`config.mk`:
```
export PLATFORM = sky130hd
export DESIGN_NAME = sle_front
export DESIGN_NICKNAME = d
export VERILOG_FILES = /design/src/hw/rtl/sle_pkg.sv /design/src/hw/rtl/sle_front.sv
export SDC_FILE = /design/constraint.sdc
export NUM_CORES = 1
export LEC_CHECK = 0
export ABC_CLOCK_PERIOD_IN_PS = 4850
export BUFFER_PORTS_ARGS = -buffer_cell sky130_fd_sc_hd__clkbuf_2
export CAP_MARGIN = 20
export CORE_AREA = 3 3 115 117
export CTS_CLUSTER_SIZE = 8
export DETAILED_ROUTE_END_ITERATION = 8
export DIE_AREA = 0 0 118 120
export PLACE_DENSITY = 0.53
export SLEW_MARGIN = 40
export SYNTH_ARGS = -nofsm -noshare
export SYNTH_HDL_FRONTEND = slang
export SYNTH_SLANG_ARGS = --single-unit
```
`constraint.sdc`:
```
create_clock -name clk -period 4.85 [get_ports clk]
set_input_delay 0.97 -clock clk [delete_from_list [all_inputs] [get_ports clk]]
set_output_delay 0.97 -clock clk [all_outputs]
set_load 0.005 [all_outputs]
```
`src/hw/rtl/sle_pkg.sv`:
```
// shared types, codes and sizes of the sequential list engine
package sle_pkg;

	localparam int CAPACITY = 64;
	localparam int IDX_W    = $clog2(CAPACITY);
	localparam int CNT_W    = $clog2(CAPACITY + 1);
	localparam int POS_W    = 7;
	localparam int CMP_W    = (CNT_W + 1 > POS_W + 1) ? CNT_W + 1 : POS_W + 1;

	localparam logic [1:0] FUNC_INSERT = 2'd0;
	localparam logic [1:0] FUNC_DELETE = 2'd1;
	localparam logic [1:0] FUNC_FIND   = 2'd2;

	localparam logic [1:0] ST_OK     = 2'd0;
	localparam logic [1:0] ST_BADPOS = 2'd1;
	localparam logic [1:0] ST_FULL   = 2'd2;

	typedef struct packed {
		logic [1:0]       func;
		logic [POS_W-1:0] position;
		logic [63:0]      entry_key;
		logic [63:0]      entry_payload;
	} sle_in_t;

	typedef struct packed {
		logic [1:0]       status;
		logic [POS_W-1:0] found_position;
		logic [63:0]      out_key;
		logic [63:0]      out_payload;
		logic [POS_W-1:0] entry_count;
	} sle_out_t;

	typedef struct packed {
		logic [63:0] key;
		logic [63:0] payload;
	} sle_ent_t;

	// classified command handed from front to back
	typedef struct packed {
		logic [1:0]       func;
		logic [1:0]       status;
		logic [IDX_W-1:0] slot;
		logic [IDX_W-1:0] rd_start;
		logic [CNT_W-1:0] rd_len;
		logic [CNT_W-1:0] cnt_after;
		logic [63:0]      key;
		logic [63:0]      payload;
	} sle_cmd_t;

endpackage

```
`src/hw/rtl/sle_front.sv`:
```
// front end: checks positions against the running count and builds commands
module sle_front import sle_pkg::*; (
	input  logic     clk,
	input  logic     arst_n,
	input  logic     push,
	input  sle_in_t  item,
	input  logic     q_full,
	output logic     cmd_push,
	output sle_cmd_t cmd
);

	logic [CNT_W-1:0] cnt_q;
	logic [CMP_W-1:0] pos_w;
	logic [CMP_W-1:0] cnt_w;
	logic [CMP_W-1:0] slot_w;
	logic [IDX_W-1:0] slot;

	assign cmd_push = push & ~q_full;
	assign pos_w    = CMP_W'(item.position);
	assign cnt_w    = CMP_W'(cnt_q);
	assign slot_w   = pos_w - CMP_W'(1);
	assign slot     = slot_w[IDX_W-1:0];

	always_comb begin
		cmd.func      = item.func;
		cmd.status    = ST_OK;
		cmd.slot      = slot;
		cmd.rd_start  = '0;
		cmd.rd_len    = '0;
		cmd.cnt_after = cnt_q;
		cmd.key       = item.entry_key;
		cmd.payload   = item.entry_payload;
		case (item.func)
			FUNC_INSERT: begin
				if (pos_w == '0 || pos_w > cnt_w + CMP_W'(1)) begin
					cmd.status = ST_BADPOS;
				end else if (cnt_q == CNT_W'(CAPACITY)) begin
					cmd.status = ST_FULL;
				end else begin
					// shift runs from the last entry down to the slot
					cmd.rd_start  = IDX_W'(cnt_q - CNT_W'(1));
					cmd.rd_len    = cnt_q - CNT_W'(slot);
					cmd.cnt_after = cnt_q + CNT_W'(1);
				end
			end
			FUNC_DELETE: begin
				if (pos_w == '0 || pos_w > cnt_w) begin
					cmd.status = ST_BADPOS;
				end else begin
					cmd.rd_start  = slot;
					cmd.rd_len    = cnt_q - CNT_W'(slot);
					cmd.cnt_after = cnt_q - CNT_W'(1);
				end
			end
			FUNC_FIND: begin
				cmd.rd_len = cnt_q;
			end
			default: begin
			end
		endcase
	end

	always_ff @(posedge clk or negedge arst_n) begin
		if (!arst_n) begin
			cnt_q <= '0;
		end else if (cmd_push) begin
			cnt_q <= cmd.cnt_after;
		end
	end

endmodule

```
After elaboration in Yosys (flattened, before gate mapping)
Index checks and enable logic that the tools add are counted.
{"block": "totals", "ff_bits": 7, "output_inout_bits": 159}
{"block": "classes", "bitwise_logic": 2, "eq_ne": 3, "n_addsub": 5, "order_cmp": 2, "n_mux": 10, "reduce_logical": 4}
{"operator": "$mux W20", "count": 3}
{"operator": "$pmux W7 S3", "count": 1}
{"operator": "$pmux W7 S2", "count": 1}
{"operator": "$pmux W6 S2", "count": 1}
{"operator": "$add A7 B1 Y8 const B", "count": 1}
{"operator": "$gt A7 B8 Y1", "count": 1}
{"operator": "$logic_not A8 Y1", "count": 1}
{"operator": "$add A7 B1 Y7 const B", "count": 1}
{"operator": "$eq A7 B7 Y1 const B", "count": 1}
{"operator": "$gt A7 B7 Y1", "count": 1}
{"operator": "$sub A7 B1 Y7 const B", "count": 1}
{"operator": "$sub A7 B6 Y7", "count": 1}
{"operator": "$sub A6 B1 Y6 const B", "count": 1}
{"operator": "$mux W2", "count": 2}
{"operator": "$pmux W2 S2", "count": 1}
{"operator": "$eq A2 B1 Y1 const B", "count": 1}
{"operator": "$eq A2 B2 Y1 const B", "count": 1}
{"operator": "$logic_not A2 Y1", "count": 1}
{"operator": "$logic_or A1 B1 Y1", "count": 2}
{"operator": "$and A1 B1 Y1", "count": 1}
{"operator": "$mux W1", "count": 1}
{"operator": "$not A1 Y1", "count": 1}

Longest topological paths before layout
{"block": "logic_depth", "ltp_word": 5, "depth_mapped": 13, "mapped_depth_nobuf": 12}

Worst setup path after synthesis
Ideal clock, no wire load.
{"block": "synth_path", "path_kind": "input-to-output", "from": "in item[128] in the netlist's numbering", "to": "out cmd[141] in the netlist's numbering", "arrival_ns": 3.271, "n_path_buf": 0, "setup_slack_ns": 0.609, "cell_stages": 10, "path_cell_list": "inv_1 -> ha_1 -> xnor2_1 -> ha_1 -> a21o_1 -> maj3_2 -> maj3_2 -> maj3_2 -> or3_1 -> o21ai_0"}
{"item": "start, declared", "line_no": "sle_front.sv:6", "text": "input sle_in_t item,"}
{"item": "end, declared", "line_no": "sle_front.sv:9", "text": "output sle_cmd_t cmd"}

==> run metrics <==
status=finished, final reports clean; Worst-path clk slew=0.04 ns; CTS Buf Count=3; CTS max path bufs=2; routed len/inst=16.4 um; # port buffers=43; worst min-delay path category=in -> async; Post-Synthesis Cells=360; count leader, synth=buf_4; reg-to-reg slack, setup=1.73 ns; CTS H-tree lvls=1; max reg flops=7; CP endpoint kind=primary output; DP Wirelength=roughly 6.0 mm; initial antenna violation count=0; Lkg Pwr=0.967 nW; vias in the first global route=2,050; Comb power frac=slightly below 80%; Sw Share=between 50% and 60%; async set-or-reset flop fraction in the synthesized netlist=100%; Largest Register=cnt_q; Req. time, crit path=about 3.9 ns; Final Max Slew Viols=0; sequential share of the synthesized area=6.52%; synth top area cells=buf_4, ha_1, dfrtp_1, xnor2_1, a21oi_1; fmax=217 MHz; Setup Viol. Count Final=0; unrepaired setup endpoints after global routing=no; Startpoint Class=input pin; EDFF count, synth=0; clock sink count=7; first-pass GRT wire length=11.4 mm; # IOs=300; maximum VDD drop=about 130 uV; worst slew pin tran=0.556 ns; Critical Path Fanout Max=5; final worst path period share=95.2%; Fin Setup TNS=0 ns; area delta synth->final=-16.2%; worst skew pair latency=0.23 ns; beginning of the critical path=item[128]; clk_skew=0.00263 ns; Yosys top cell area share=36.3%; critical path class=in -> out; antenna cell count=0; Psw=680 uW; syn nets=523; Die Ht=120 um; Syn. warnings=0; Int Pwr=642 uW; RR Startpoint=cnt_q[1]; Reg power frac=12.1%; global route overflow=0; Total Routing Usage GR=about a tenth; CTS root buf=clkbuf_16; Syn Area/Cell=~7.5 sq um; routability congestion estimate=0.877; post-route design area=2250 sq um; Max-cap violations=0; Initial Util=21.5%; Syn Std Cell Area=2690 sq um; vias per cell=4.56; Detail Route Antenna Nets=0; Clock Power Share=10.6%; Die ar.=14,200 sq um; final net count=441; Worst EP arrival=3.65 ns; Power Density=587 nW/um^2; cell taking the most area after synthesis=buf_4; drt pass-1 iters=4; top flop regs=cnt_q x7; post-layout min period=4.62 ns; # hold bufs at CTS=0; num rows=41; First DRT Iteration DRCs=125; Tot Pwr=roughly 1.3 mW; share of post-route cells with drive strength above 1=about 26%; ys flop type=dfrtp_1; Worst slew margin=62.7%; largest net degree at the start of global routing=17; most frequent cells after synthesis=buf_4, ha_1, inv_1, nor2_1; via count=2,047; DP Area=2170 sq um; post-route DRC violation count=0; WL final=7.36 mm; number of fill cells in the layout=1,411; CTS tree=done; DIE WIDTH=118 um; Unique masters post-synth=56; Seq cells post-synth=7; core box area=12,500 sq um; Hold Fails Final Rpt=0
-- power groups by stage --
stage / Combinational [mW] / Clock, mW / Sequential (mW)
3_3_place_gp: 1.01 / 0 / 0.158
5_1_grt: 1.14 / 0.149 / 0.166
4_1_cts: 1.03 / 0.144 / 0.159
2_1_floorplan: 0.794 / 0 / 0.102
6_report: 1.02 / 0.140 / 0.160
3_5_place_dp: 1.02 / 0 / 0.159
-- through the flow --
stage	util (%)	hold slack (ns)	std cells	setup slack, ns
floorplan	-	0.668	360	0.609
global placement	17.4	0.735	445	0.296
detailed placement	17.4	0.736	445	0.230
CTS	18.0	0.587	449	0.211
global route	18.1	0.588	449	0.0842
finish	18.1	0.588	449	0.234
-- what timing repair did --
item / in CTS / in global routing
buffers inserted: 0 / 0
endpoints found under the setup margin: 0 / 1
resized for setup: 0 / 1
-- cells in the final DEF (no fill, tap or decap), types with 7 or more instances in the layout --
cell type / netlist / layout
a21oi_1: 17 / 17
o21ai_0: 11 / 11
nand2_1: 16 / 16
ha_1: 21 / 21
dfrtp_1: 7 / 7
clkbuf_2: 0 / 43
o22ai_1: 9 / 9
buf_4: 130 / 12
inv_1: 18 / 18
nor2_1: 18 / 18
xnor2_1: 17 / 17
-- worst paths after layout --
check	to	cells past startpoint
max in group asynchronous	cnt_q[5]	1
max	cmd[141]	12
max reg2reg	cnt_q[2]	13
min in group clk	cnt_q[6]	2
min	cnt_q[0]	1
min reg2reg	cnt_q[6]	2
-- cell families (layout without fill, tap and decap cells) --
family | Yosys count | after routing | share of synthesized area, %
buffers and inverters | 164 | 81 | 41.8
adder cells (fa/ha/maj) | 27 | 27 | 12.5
AND/OR/NAND/NOR | 70 | 70 | 14.0
multiplexers | 4 | 4 | 1.49
flip-flops | 7 | 7 | 6.52
AO/OA/AOI/OAI | 70 | 70 | 17.8
XOR/XNOR | 18 | 18 | 5.87
-- critical path, stage by stage --
cell and delay [ns]:
clkbuf_2 0.12, inv_1 0.10, ha_1 0.23, xnor2_1 0.22
ha_1 0.33, a21o_1 0.19, maj3_2 0.33, maj3_2 0.32
maj3_2 0.31, or3_1 0.30, o21ai_0 0.09, clkbuf_2 0.14
-- layer usage --
metal	global-route usage (%)	share of wire [%]	vias up
li1	-	-	938
met1	11.9	41	960
met2	17.2	49	112
met3	3.02	7.0	37
met4	4.18	2.9	0
met5	0	0	-
-- cell type report --
type	count	area (sq um)	share of cell area [%]
multi-input combinational	189	1390	61.9
timing repair buffer	55	305	13.6
tap	172	215	9.56
sequential	7	175	7.78
inverter	22	82.6	3.67
clock buffer	4	78.8	3.50
Power figures use the tool's default switching activity.
