<file path="config.mk">
export PLATFORM = sky130hd
export DESIGN_NAME = sle_cmd_queue
export DESIGN_NICKNAME = d
export VERILOG_FILES = /design/src/hw/rtl/sle_pkg.sv /design/src/hw/rtl/sle_cmd_queue.sv
export SDC_FILE = /design/constraint.sdc
export NUM_CORES = 1
export LEC_CHECK = 0
export BUFFER_PORTS_ARGS = -buffer_cell sky130_fd_sc_hd__buf_2
export CAP_MARGIN = 15
export CORE_AREA = 8 8 166 168
export CTS_BUF_LIST = sky130_fd_sc_hd__clkbuf_8
export CTS_CLUSTER_DIAMETER = 30
export CTS_CLUSTER_SIZE = 28
export DETAILED_ROUTE_END_ITERATION = 10
export DIE_AREA = 0 0 174 176
export GPL_ROUTABILITY_DRIVEN = 1
export GPL_TIMING_DRIVEN = 0
export MAX_ROUTING_LAYER = met4
export PLACE_DENSITY = 0.77
export SLEW_MARGIN = 10
export SYNTH_ARGS = -nofsm -noshare
export SYNTH_HDL_FRONTEND = slang
export SYNTH_SLANG_ARGS = --single-unit
</file>
<file path="constraint.sdc">
create_clock -name clk -period 7.6 [get_ports clk]
set_clock_uncertainty 0.1 [all_clocks]
set_input_delay 1.52 -clock clk [delete_from_list [all_inputs] [get_ports clk]]
set_output_delay 1.52 -clock clk [all_outputs]
set_load 0.05 [all_outputs]
</file>
<file path="src/hw/rtl/sle_pkg.sv">
// shared types, codes and sizes of the sequential list engine
package sle_pkg;

	localparam int CAPACITY = 64;
	localparam int IDX_W    = $clog2(CAPACITY);
	localparam int CNT_W    = $clog2(CAPACITY + 1);
	localparam int POS_W    = 7;
	localparam int CMP_W    = (CNT_W + 1 > POS_W + 1) ? CNT_W + 1 : POS_W + 1;

	localparam logic [1:0] FUNC_INSERT = 2'd0;
	localparam logic [1:0] FUNC_DELETE = 2'd1;
	localparam logic [1:0] FUNC_FIND   = 2'd2;

	localparam logic [1:0] ST_OK     = 2'd0;
	localparam logic [1:0] ST_BADPOS = 2'd1;
	localparam logic [1:0] ST_FULL   = 2'd2;

	typedef struct packed {
		logic [1:0]       func;
		logic [POS_W-1:0] position;
		logic [63:0]      entry_key;
		logic [63:0]      entry_payload;
	} sle_in_t;

	typedef struct packed {
		logic [1:0]       status;
		logic [POS_W-1:0] found_position;
		logic [63:0]      out_key;
		logic [63:0]      out_payload;
		logic [POS_W-1:0] entry_count;
	} sle_out_t;

	typedef struct packed {
		logic [63:0] key;
		logic [63:0] payload;
	} sle_ent_t;

	// classified command handed from front to back
	typedef struct packed {
		logic [1:0]       func;
		logic [1:0]       status;
		logic [IDX_W-1:0] slot;
		logic [IDX_W-1:0] rd_start;
		logic [CNT_W-1:0] rd_len;
		logic [CNT_W-1:0] cnt_after;
		logic [63:0]      key;
		logic [63:0]      payload;
	} sle_cmd_t;

endpackage

</file>
<file path="src/hw/rtl/sle_cmd_queue.sv">
// two-entry command queue between front and back
module sle_cmd_queue import sle_pkg::*; (
	input  logic     clk,
	input  logic     arst_n,
	input  logic     wr_en,
	input  sle_cmd_t wr_data,
	output logic     full,
	input  logic     rd_en,
	output sle_cmd_t rd_data,
	output logic     empty
);

	sle_cmd_t   ent_q [2];
	logic       wr_ptr_q;
	logic       rd_ptr_q;
	logic [1:0] cnt_q;
	logic       do_wr;
	logic       do_rd;

	assign full    = (cnt_q == 2'd2);
	assign empty   = (cnt_q == 2'd0);
	assign do_wr   = wr_en & ~full;
	assign do_rd   = rd_en & ~empty;
	assign rd_data = ent_q[rd_ptr_q];

	always_ff @(posedge clk or negedge arst_n) begin
		if (!arst_n) begin
			wr_ptr_q <= 1'b0;
			rd_ptr_q <= 1'b0;
			cnt_q    <= 2'd0;
		end else begin
			if (do_wr) begin
				wr_ptr_q <= ~wr_ptr_q;
			end
			if (do_rd) begin
				rd_ptr_q <= ~rd_ptr_q;
			end
			if (do_wr && !do_rd) begin
				cnt_q <= cnt_q + 2'd1;
			end else if (do_rd && !do_wr) begin
				cnt_q <= cnt_q - 2'd1;
			end
		end
	end

	always_ff @(posedge clk) begin
		if (do_wr) begin
			ent_q[wr_ptr_q] <= wr_data;
		end
	end

endmodule

</file>
Word level (Yosys, flattened, before mapping)
Memories as Yosys holds them, arrays and structs flattened. Cells that the tools add are included. Widths: inputs -> output; s select.

Register bits after elaboration: 4. Bits in writable memories: 316. Output and inout port bits: 160. Memories: 1.

$add $sub $neg: 2. Equal/unequal tests: 1. Mux-type cells: 4. Bitwise gates (word level): 6. Reductions and logical operators: 6.

Memories: ent_q (words 2, bits a word 158, read ports 1, clocked after memory_dff 0, write ports 1, RTL line sle_cmd_queue.sv:13) `sle_cmd_t ent_q [2];`.

Operators by type and width (number): $mux 2 (2); $not 1->1 (4); $add 2x1->2 const B (1); $and 1x1->1 (2); $eq 2x2->1 const B (1); $logic_and 1x1->1 (2); $logic_not 1->1 (2); $logic_not 2->1 (1); $mux 1 (2); $reduce_bool 2->1 (1); $sub 2x1->2 const B (1).

Logic depth before layout (Yosys ltp)
Gate-level depths: netlist of the first run.

Word-level depth: 7. Mapped depth: 7.

Worst setup path before layout of the first run
No wires, ideal clock.

Kind: input port to flip-flop. From: in wr_en. To: mem ent_q[0][0] in the netlist's numbering, enable pin. Arrival time: 8.166 ns. Path slack: -1.344 ns. Stages on the path: 2. Buffers on the path: 0. Path through: nand2_1 nor2_1.

Cells in the longest elaborated chain, start to end: 3.

Ends and longest elaborated chain: start, declared (RTL line sle_cmd_queue.sv:5) `input logic wr_en,`; $and 1x1->1 (RTL line sle_cmd_queue.sv:22) `assign do_wr = wr_en & ~full;`; $mux 1 (RTL line sle_cmd_queue.sv:47) `if (do_wr) begin`; $mux 1 (not written as such) (RTL line sle_cmd_queue.sv:48) `ent_q[wr_ptr_q] <= wr_data;`; end, declared (RTL line sle_cmd_queue.sv:13).

No other way between the ends.

==> impl_results.md, run 1 <==
- Starting Density: approximately 48%
- Yosys warns: 0
- Total detailed-routing wirelength: around 26000 microns
- Leakage Power: 6.264 nW
- Distinct cells, synth: 15
- Synth Area in Simple Gates: less than 1%
- Growth of design area from synthesis to finish: 30.62%
- Final period util: a little under half
- ANT nets after route: 0
- Vias per cell: 4.757
- CP Capture Type: output pin
- DRC: 0
- Remaining global-route overflow: 0
- Pwr Total: approximately 7.5 mW
- Final net count: approximately 1.1k
- Clk buf depth: 3
- Clock root buffer: clkbuf_8
- Register clock-pin slew on the reported worst setup and hold paths: approximately 0.060 ns
- Reg power frac: between 30 and 40%
- Initial DRC Count: roughly 240
- Syn_nets: 674
- Sw Pwr: 3.044 mW
- Slew headroom: 59.70%
- Final Slew Violations: 0
- First-pass GRT wire length: roughly 37000 microns
- #FFs+latches synth: 320
- Post-Synth XOR/XNOR Area: less than 1%
- Clock share of power: about a quarter
- Clk_lat worst skew: 0.55 ns
- Main combinational cell family by area after synthesis: multiplexers
- Required time worst endpoint: approximately 6 ns
- Die ar.: just over 30000 sq um
- Port Buffers: approximately 320
- Final setup fails: 0
- Fin crit period: 3.604 ns
- # rows: 58
- Power per cell area: 478.8 nW/um^2
- Commonest non-fill, non-tap cells in the layout: buf_2, edfxtp_1, mux2_4
- Htree depth: 3
- CP Cell Sequence: buf_6 > buf_6 > buf_6 > mux2_4 > buf_2
- IO Count: between 300 and 400
- Total CTS buffers: 66
- Least-Margin Pin Slew: about 0.60 ns
- Worst Hold Class: reg2reg
- Post-synthesis adder-cell area fraction: less than 1%
- Status: complete, no violations
- WL/cell: 19.61 microns
- Largest stage delay, worst path: ~0.33 ns
- Post-synthesis mux area share: between 10% and 20%
- Post-CTS sizing: 0
- Critical path type: reg2out
- Vias in the first global route: approximately 6.9k
- Vias: 6198
- Largest net degree at the start of global routing: 57
- Core area: between 20000 and 25000 sq um
- Arrival time worst endpoint: about 2 ns
- Top fanout value on the critical path: 10
- Hold_buf cts: 0
- Unrepaired setup endpoints after global routing: false
- Number of max-cap violations: 0
- Comb power frac: between 40% and 50%
- Crit start category: flop
- Hold violation total from the final report: 0
- Top cells by area, synth: edfxtp_1, mux2_4, mux2_2
- Antenna violations before repair: 10
- Yosys top cell by area: edfxtp_1
- Complex-gate fraction of the synthesized area: 0.04163%
- FMAX: 0.2775 GHz
- Final instance area: about 16000 sq um
- Sink Count: between 300 and 400
- Setup TNS: 0 ns
- Die Width: between 150 and 200 microns
- Detailed Routing Iterations Pass 1: 4
- FILL cells: ~1.8k
- Setup Buffers After CTS: 0
- GRT Util Overall: 16.31%
- Mean Syn Cell Area: roughly 24 sq um
- Commonest non-fill, non-tap cell in the layout: buf_2
- Global placer's final weighted congestion: slightly above 0.7
- Area post-placement: between 10000 and 15000 sq um
- Sequential area share after synthesis: 79.77%
- Worst path most repeated cell: buf_6
- Final core utilization: between 60% and 70%
- Synthesized area: about 12000 sq um
- TritonCTS clock tree: yes
- Yosys top cell area share: 78.93%
- Critical path's slowest cell: dfrtp_1
- Detailed placement HPWL: ~18000 microns
- Int Power: about 4.5 mW
- Sw Ratio: between 40 and 50%
- Post-Synthesis Cells: between 500 and 600
- VDD IR-drop max: just under 0.3 mV
- Layout cell share with drive strength beyond 1: a little under two thirds
- Chip height: 176 microns
## final cells by class
| class | count | area [sq um] | share of cell area, % |
|---|---|---|---|
| Timing Repair Buffer | 330 | 1824 | 11.62 |
| Sequential cell | 320 | 9589 | 61.07 |
| Inverter | 2 | 7.507 | 0.04781 |
| Multi-Input combinational cell | 171 | 2260 | 14.39 |
| Clock inverter | 53 | 467.9 | 2.980 |
| Buffer | 18 | 177.7 | 1.131 |
| Tap cell | 330 | 412.9 | 2.629 |
| Clock buffer | 68 | 935.9 | 5.960 |
| Antenna cell | 11 | 27.53 | 0.1753 |
## metrics by stage
stage / instances / hold WS (ns) / worst slack (ns)
after floorplan: 511 / 0.3788 / 1.327
after global placement: 1162 / 0.3946 / -1.077
after detailed placement: 1171 / 0.4080 / 4.034
after CTS: 1292 / 0.4201 / 3.907
after global routing: 1302 / 0.4679 / 3.875
final: 1303 / 0.4182 / 3.996
## power by group through the flow
stage	registers [mW]	clock network, mW	logic, mW
6_report	2.50	1.84	3.18
5_1_grt	2.53	1.96	3.31
4_1_cts	2.51	1.89	3.23
3_5_place_dp	2.54	0	3.22
3_3_place_gp	2.63	0	3.10
2_1_floorplan	2.58	0	2.48
## worst max-delay path, delay by kind of cell, from the launching register on
family   cells  cell delay [ns]
buf+inv      4             0.78
flops        1             0.33
mux          1             0.31
## registers in the layout, summed over array words and instances (netlist names)
name	cells
cnt_q	2
ent_q	316
rd_ptr_q	1
wr_ptr_q	1
## worst paths after layout
path                       depth (start not counted)     start  slack (ns)      endpoint
max reg2reg                                        7  cnt_q[0]        5.03  ent_q[0][89]
min reg2reg                                        1  cnt_q[1]        0.42      cnt_q[1]
min                                                1  cnt_q[1]        0.42      cnt_q[1]
min in group asynchronous                          1    arst_n        0.67      cnt_q[0]
max                                                5  rd_ptr_q        4.00  rd_data[127]
max in group asynchronous                          1    arst_n        6.60      rd_ptr_q
## cells by family (layout without fill, tap and decap cells)
logic type      count (synthesis)  after routing
mux                           158            158
buf+inv                        20            471
fa+ha+maj                       1              1
simple gates                    6              6
other cells                     0             11
xor+xnor                        5              5
flops                         320            320
compound gates                  1              1
## synthesized netlist by cell type
master	number
nand2b_1	1
xor2_1	2
buf_6	14
mux2_2	57
o21ai_0	1
inv_1	2
xnor2_1	3
edfxtp_1	316
nand2_1	1
dfrtp_1	4
nor2_1	3
and3_1	1
ha_1	1
mux2_4	101
buf_2	4
## layer usage
metal	GRT usage [%]	vias to the layer above	share of wire [%]
li1	-	2875	-
met1	16.55	3028	37
met2	27.82	261	53
met3	7.135	34	9.2
met4	5.807	0	1.4
met5	-	-	0
(Power assumes the default switching activity.)
==> run 2: changes to the inputs <==
- ABC_AREA: not set -> 1
- CORE_AREA: 8 8 166 168 -> 8 8 164 166
- DIE_AREA: 0 0 174 176 -> 0 0 172 174
- PLACE_DENSITY: 0.77 -> 0.78
- clock period: 7.6 -> 3.1 ns (I/O delays scaled with it)
==> run 2 against run 1 <==
Net effect: total power grew 150%; area after synthesis shrank 2.2%; synthesized cell count grew 68%; via count grew 24%; non-clock buffer count grew 20; sequential power grew 140%; sequential share of layout area grew 1.5 points; critical path depth grew 1; critical endpoint is now rd_data[135]; largest power group unchanged.
==> impl_results.md, run 2 <==
- Yosys warns: 0
- Top-count cell post-synth: nand2_1
- Vias in the first global route: about 8k
- CP bufs+invs: 4
- Mean Syn Cell Area: 13.73 sq um
- Total CTS buffers: 55
- Global placer's final weighted congestion: about 0.8
- Final Slew Violations: 0
- Initial DRC Count: roughly 470
- Number of max-cap violations: 0
- Critical path type: reg2out
- Htree depth: 2
- Yosys top cell by area: edfxtp_1
- Power per cell area: between 1000 and 1500 nW/um^2
- Largest stage delay, worst path: around 0.32 ns
- Commonest cells in the synthesized netlist: nand2_1, edfxtp_1, buf_2, buf_6, inv_1
- Least-Margin Pin Slew: 0.5563 ns
- Final setup fails: 0
- Layout cell share with drive strength beyond 1: a little over a third
- Top cells by area, synth: edfxtp_1, nand2_1, buf_6
- Unrepaired setup endpoints after global routing: false
- Clk_lat worst skew: ~0.56 ns
- VDD IR-drop max: a little over 0.8 mV
- Status: complete, no violations
- IO Count: 322
- Top fanout value on the critical path: 10
- Setup ws final: around 0.40 ns
- Distinct cells, synth: 15
- FMAX: between 0.3 and 0.4 GHz
- Crit start category: flop
- Vias: 7676
- Sequential area share after synthesis: between 80% and 90%
- Post-synth ARST share: ~1.3%
- Worst Hold Class: in2reg
- # rows: slightly below 60
- Largest net degree at the start of global routing: 39
- CP Capture Type: output pin
- Syn_nets: 1020
- Clock root buffer: clkbuf_8
- Top flop regs: ent_q x316, cnt_q x2
- Slew headroom: between 60 and 70%
- Main synth FF type: edfxtp_1
- Top reg by flops: ent_q
- Antenna violations before repair: 14
- WL/cell: approximately 17 microns
- Detailed Routing Iterations Pass 1: 5
- Die ar.: roughly 30000 sq um
- Commonest non-fill, non-tap cells in the layout: nand2_1, buf_2, edfxtp_1
- Chip height: roughly 170 microns
- Vias per cell: 4.695
- Total detailed-routing wirelength: approximately 28000 microns
- GRT Util Overall: a little under a fifth
- DP Worst Slack: 0.6085 ns
- Fin crit period: between 2 and 3 ns
- Core area: 24530 sq um
- DRC: 0
- Final instance area: between 15000 and 20000 sq um
- Final net count: 1410
- Die Width: ~170 microns
- Area post-placement: ~14000 sq um
- Starting Density: between 40% and 50%
- Leakage Power: 6.657 nW
- Post-synth EDFFs: between 300 and 400
- Clk buf depth: 3
- Growth of design area from synthesis to finish: 30.31%
- Commonest non-fill, non-tap cell in the layout: nand2_1
- Max reg flops: around 320
- Arrival time worst endpoint: 1.98 ns
- Register clock-pin slew on the reported worst setup and hold paths: 0.07 ns
- Sink Count: 320
- Final period util: 86.98%
- CP Cell Sequence: buf_4 > buf_4 > buf_2 > nand2_1 > nand2_1 > buf_2
- Post-Synthesis Cells: ~860
- Remaining global-route overflow: 0
- First-pass GRT wire length: 41960 microns
- Detailed placement HPWL: between 15000 and 20000 microns
- TritonCTS clock tree: yes
- #FFs+latches synth: between 300 and 400
- Required time worst endpoint: between 2 and 2.5 ns
- Delay-heaviest family, CP: buffers and inverters
- Critical path's slowest cell: dfrtp_1
- Synthesized area: roughly 12000 sq um
- ANT nets after route: 0
- Hold violation total from the final report: 0
- Setup Buffers After CTS: 0
- Yosys top cell area share: slightly above 80%
- Port Buffers: roughly 320
==> run 2: cell types whose count changed after synthesis, moves of 2 or more <==
cell and delta:
nand2_1 +482, mux2_4 -101, mux2_2 -57, buf_2 +14
buf_4 +5, inv_1 +5, buf_6 -2, xnor2_1 -2
xor2_1 -2
==> run 2: power by group <==
group | total [mW] | internal (mW) | leakage, nW | switching [mW]
sequential | 6.11 | 5.88 | 2.99 | 0.224
clock | 4.16 | 2.34 | 0.624 | 1.82
combinational | 8.26 | 1.76 | 3.05 | 6.50
total | 18.5 | 9.98 | 6.66 | 8.55
==> run 2: logic make-up after synthesis <==
group / Yosys count / synth area share (%)
simple gates: 490 / 15.70
flops: 320 / 81.52
buf+inv: 43 / 2.511
compound gates: 2 / 0.08510
xor+xnor: 1 / 0.07447
fa+ha+maj: 1 / 0.1064
==> run 2: final timing paths <==
check	slack, ns	from	to	cells past startpoint
hold / removal	0.14	wr_data[88]	ent_q[1][88]	1
setup reg to reg	0.83	cnt_q[1]	ent_q[1][89]	6
min in group asynchronous	0.31	arst_n	cnt_q[0]	2
hold reg to reg	0.40	wr_ptr_q	wr_ptr_q	2
max in group asynchronous	2.46	arst_n	cnt_q[0]	2
setup / recovery	0.40	rd_ptr_q	rd_data[135]	6
==> run 2: routing by layer <==
metal | vias up | track usage [%] | part of all wire [%]
met3 | 52 | 5.649 | 8.5
met5 | - | - | 0
met1 | 3593 | 19.96 | 37
li1 | 3724 | - | -
met4 | 0 | 7.115 | 2.5
met2 | 307 | 31.67 | 52
==> run 2: final cells by class <==
type	count	area [sq um]
Inverter	8	36.28
Multi-Input combinational cell	494	1898
Clock inverter	46	483.0
Buffer	35	262.8
Tap cell	330	412.9
Clock buffer	55	757.0
Fill cell	1889	9201
Antenna cell	14	35.03
Sequential cell	320	9590
Timing Repair Buffer	333	1852
==> run 2: through the flow <==
step / hold slack [ns] / TNS (ns) / utilization [%] / cells / power [mW]
6_report: 0.1354 / 0 / 62.49 / 1635 / 18.53
4_1_cts: 0.09165 / 0 / 62.34 / 1621 / 18.74
3_5_place_dp: 0.3331 / 0 / 57.25 / 1519 / 14.55
5_1_grt: 0.08933 / 0 / 62.49 / 1635 / 19.40
3_3_place_gp: 0.3335 / -621.02 / 56.29 / 1508 / 14.35
2_1_floorplan: 0.2244 / -188.96 / - / 857 / 12.26
==> run 2: timing repair <==
item / in CTS / in global routing
resized for setup: 0 / 0
endpoints found under the hold margin: 4 / 0
hold buffers: 1 / 0
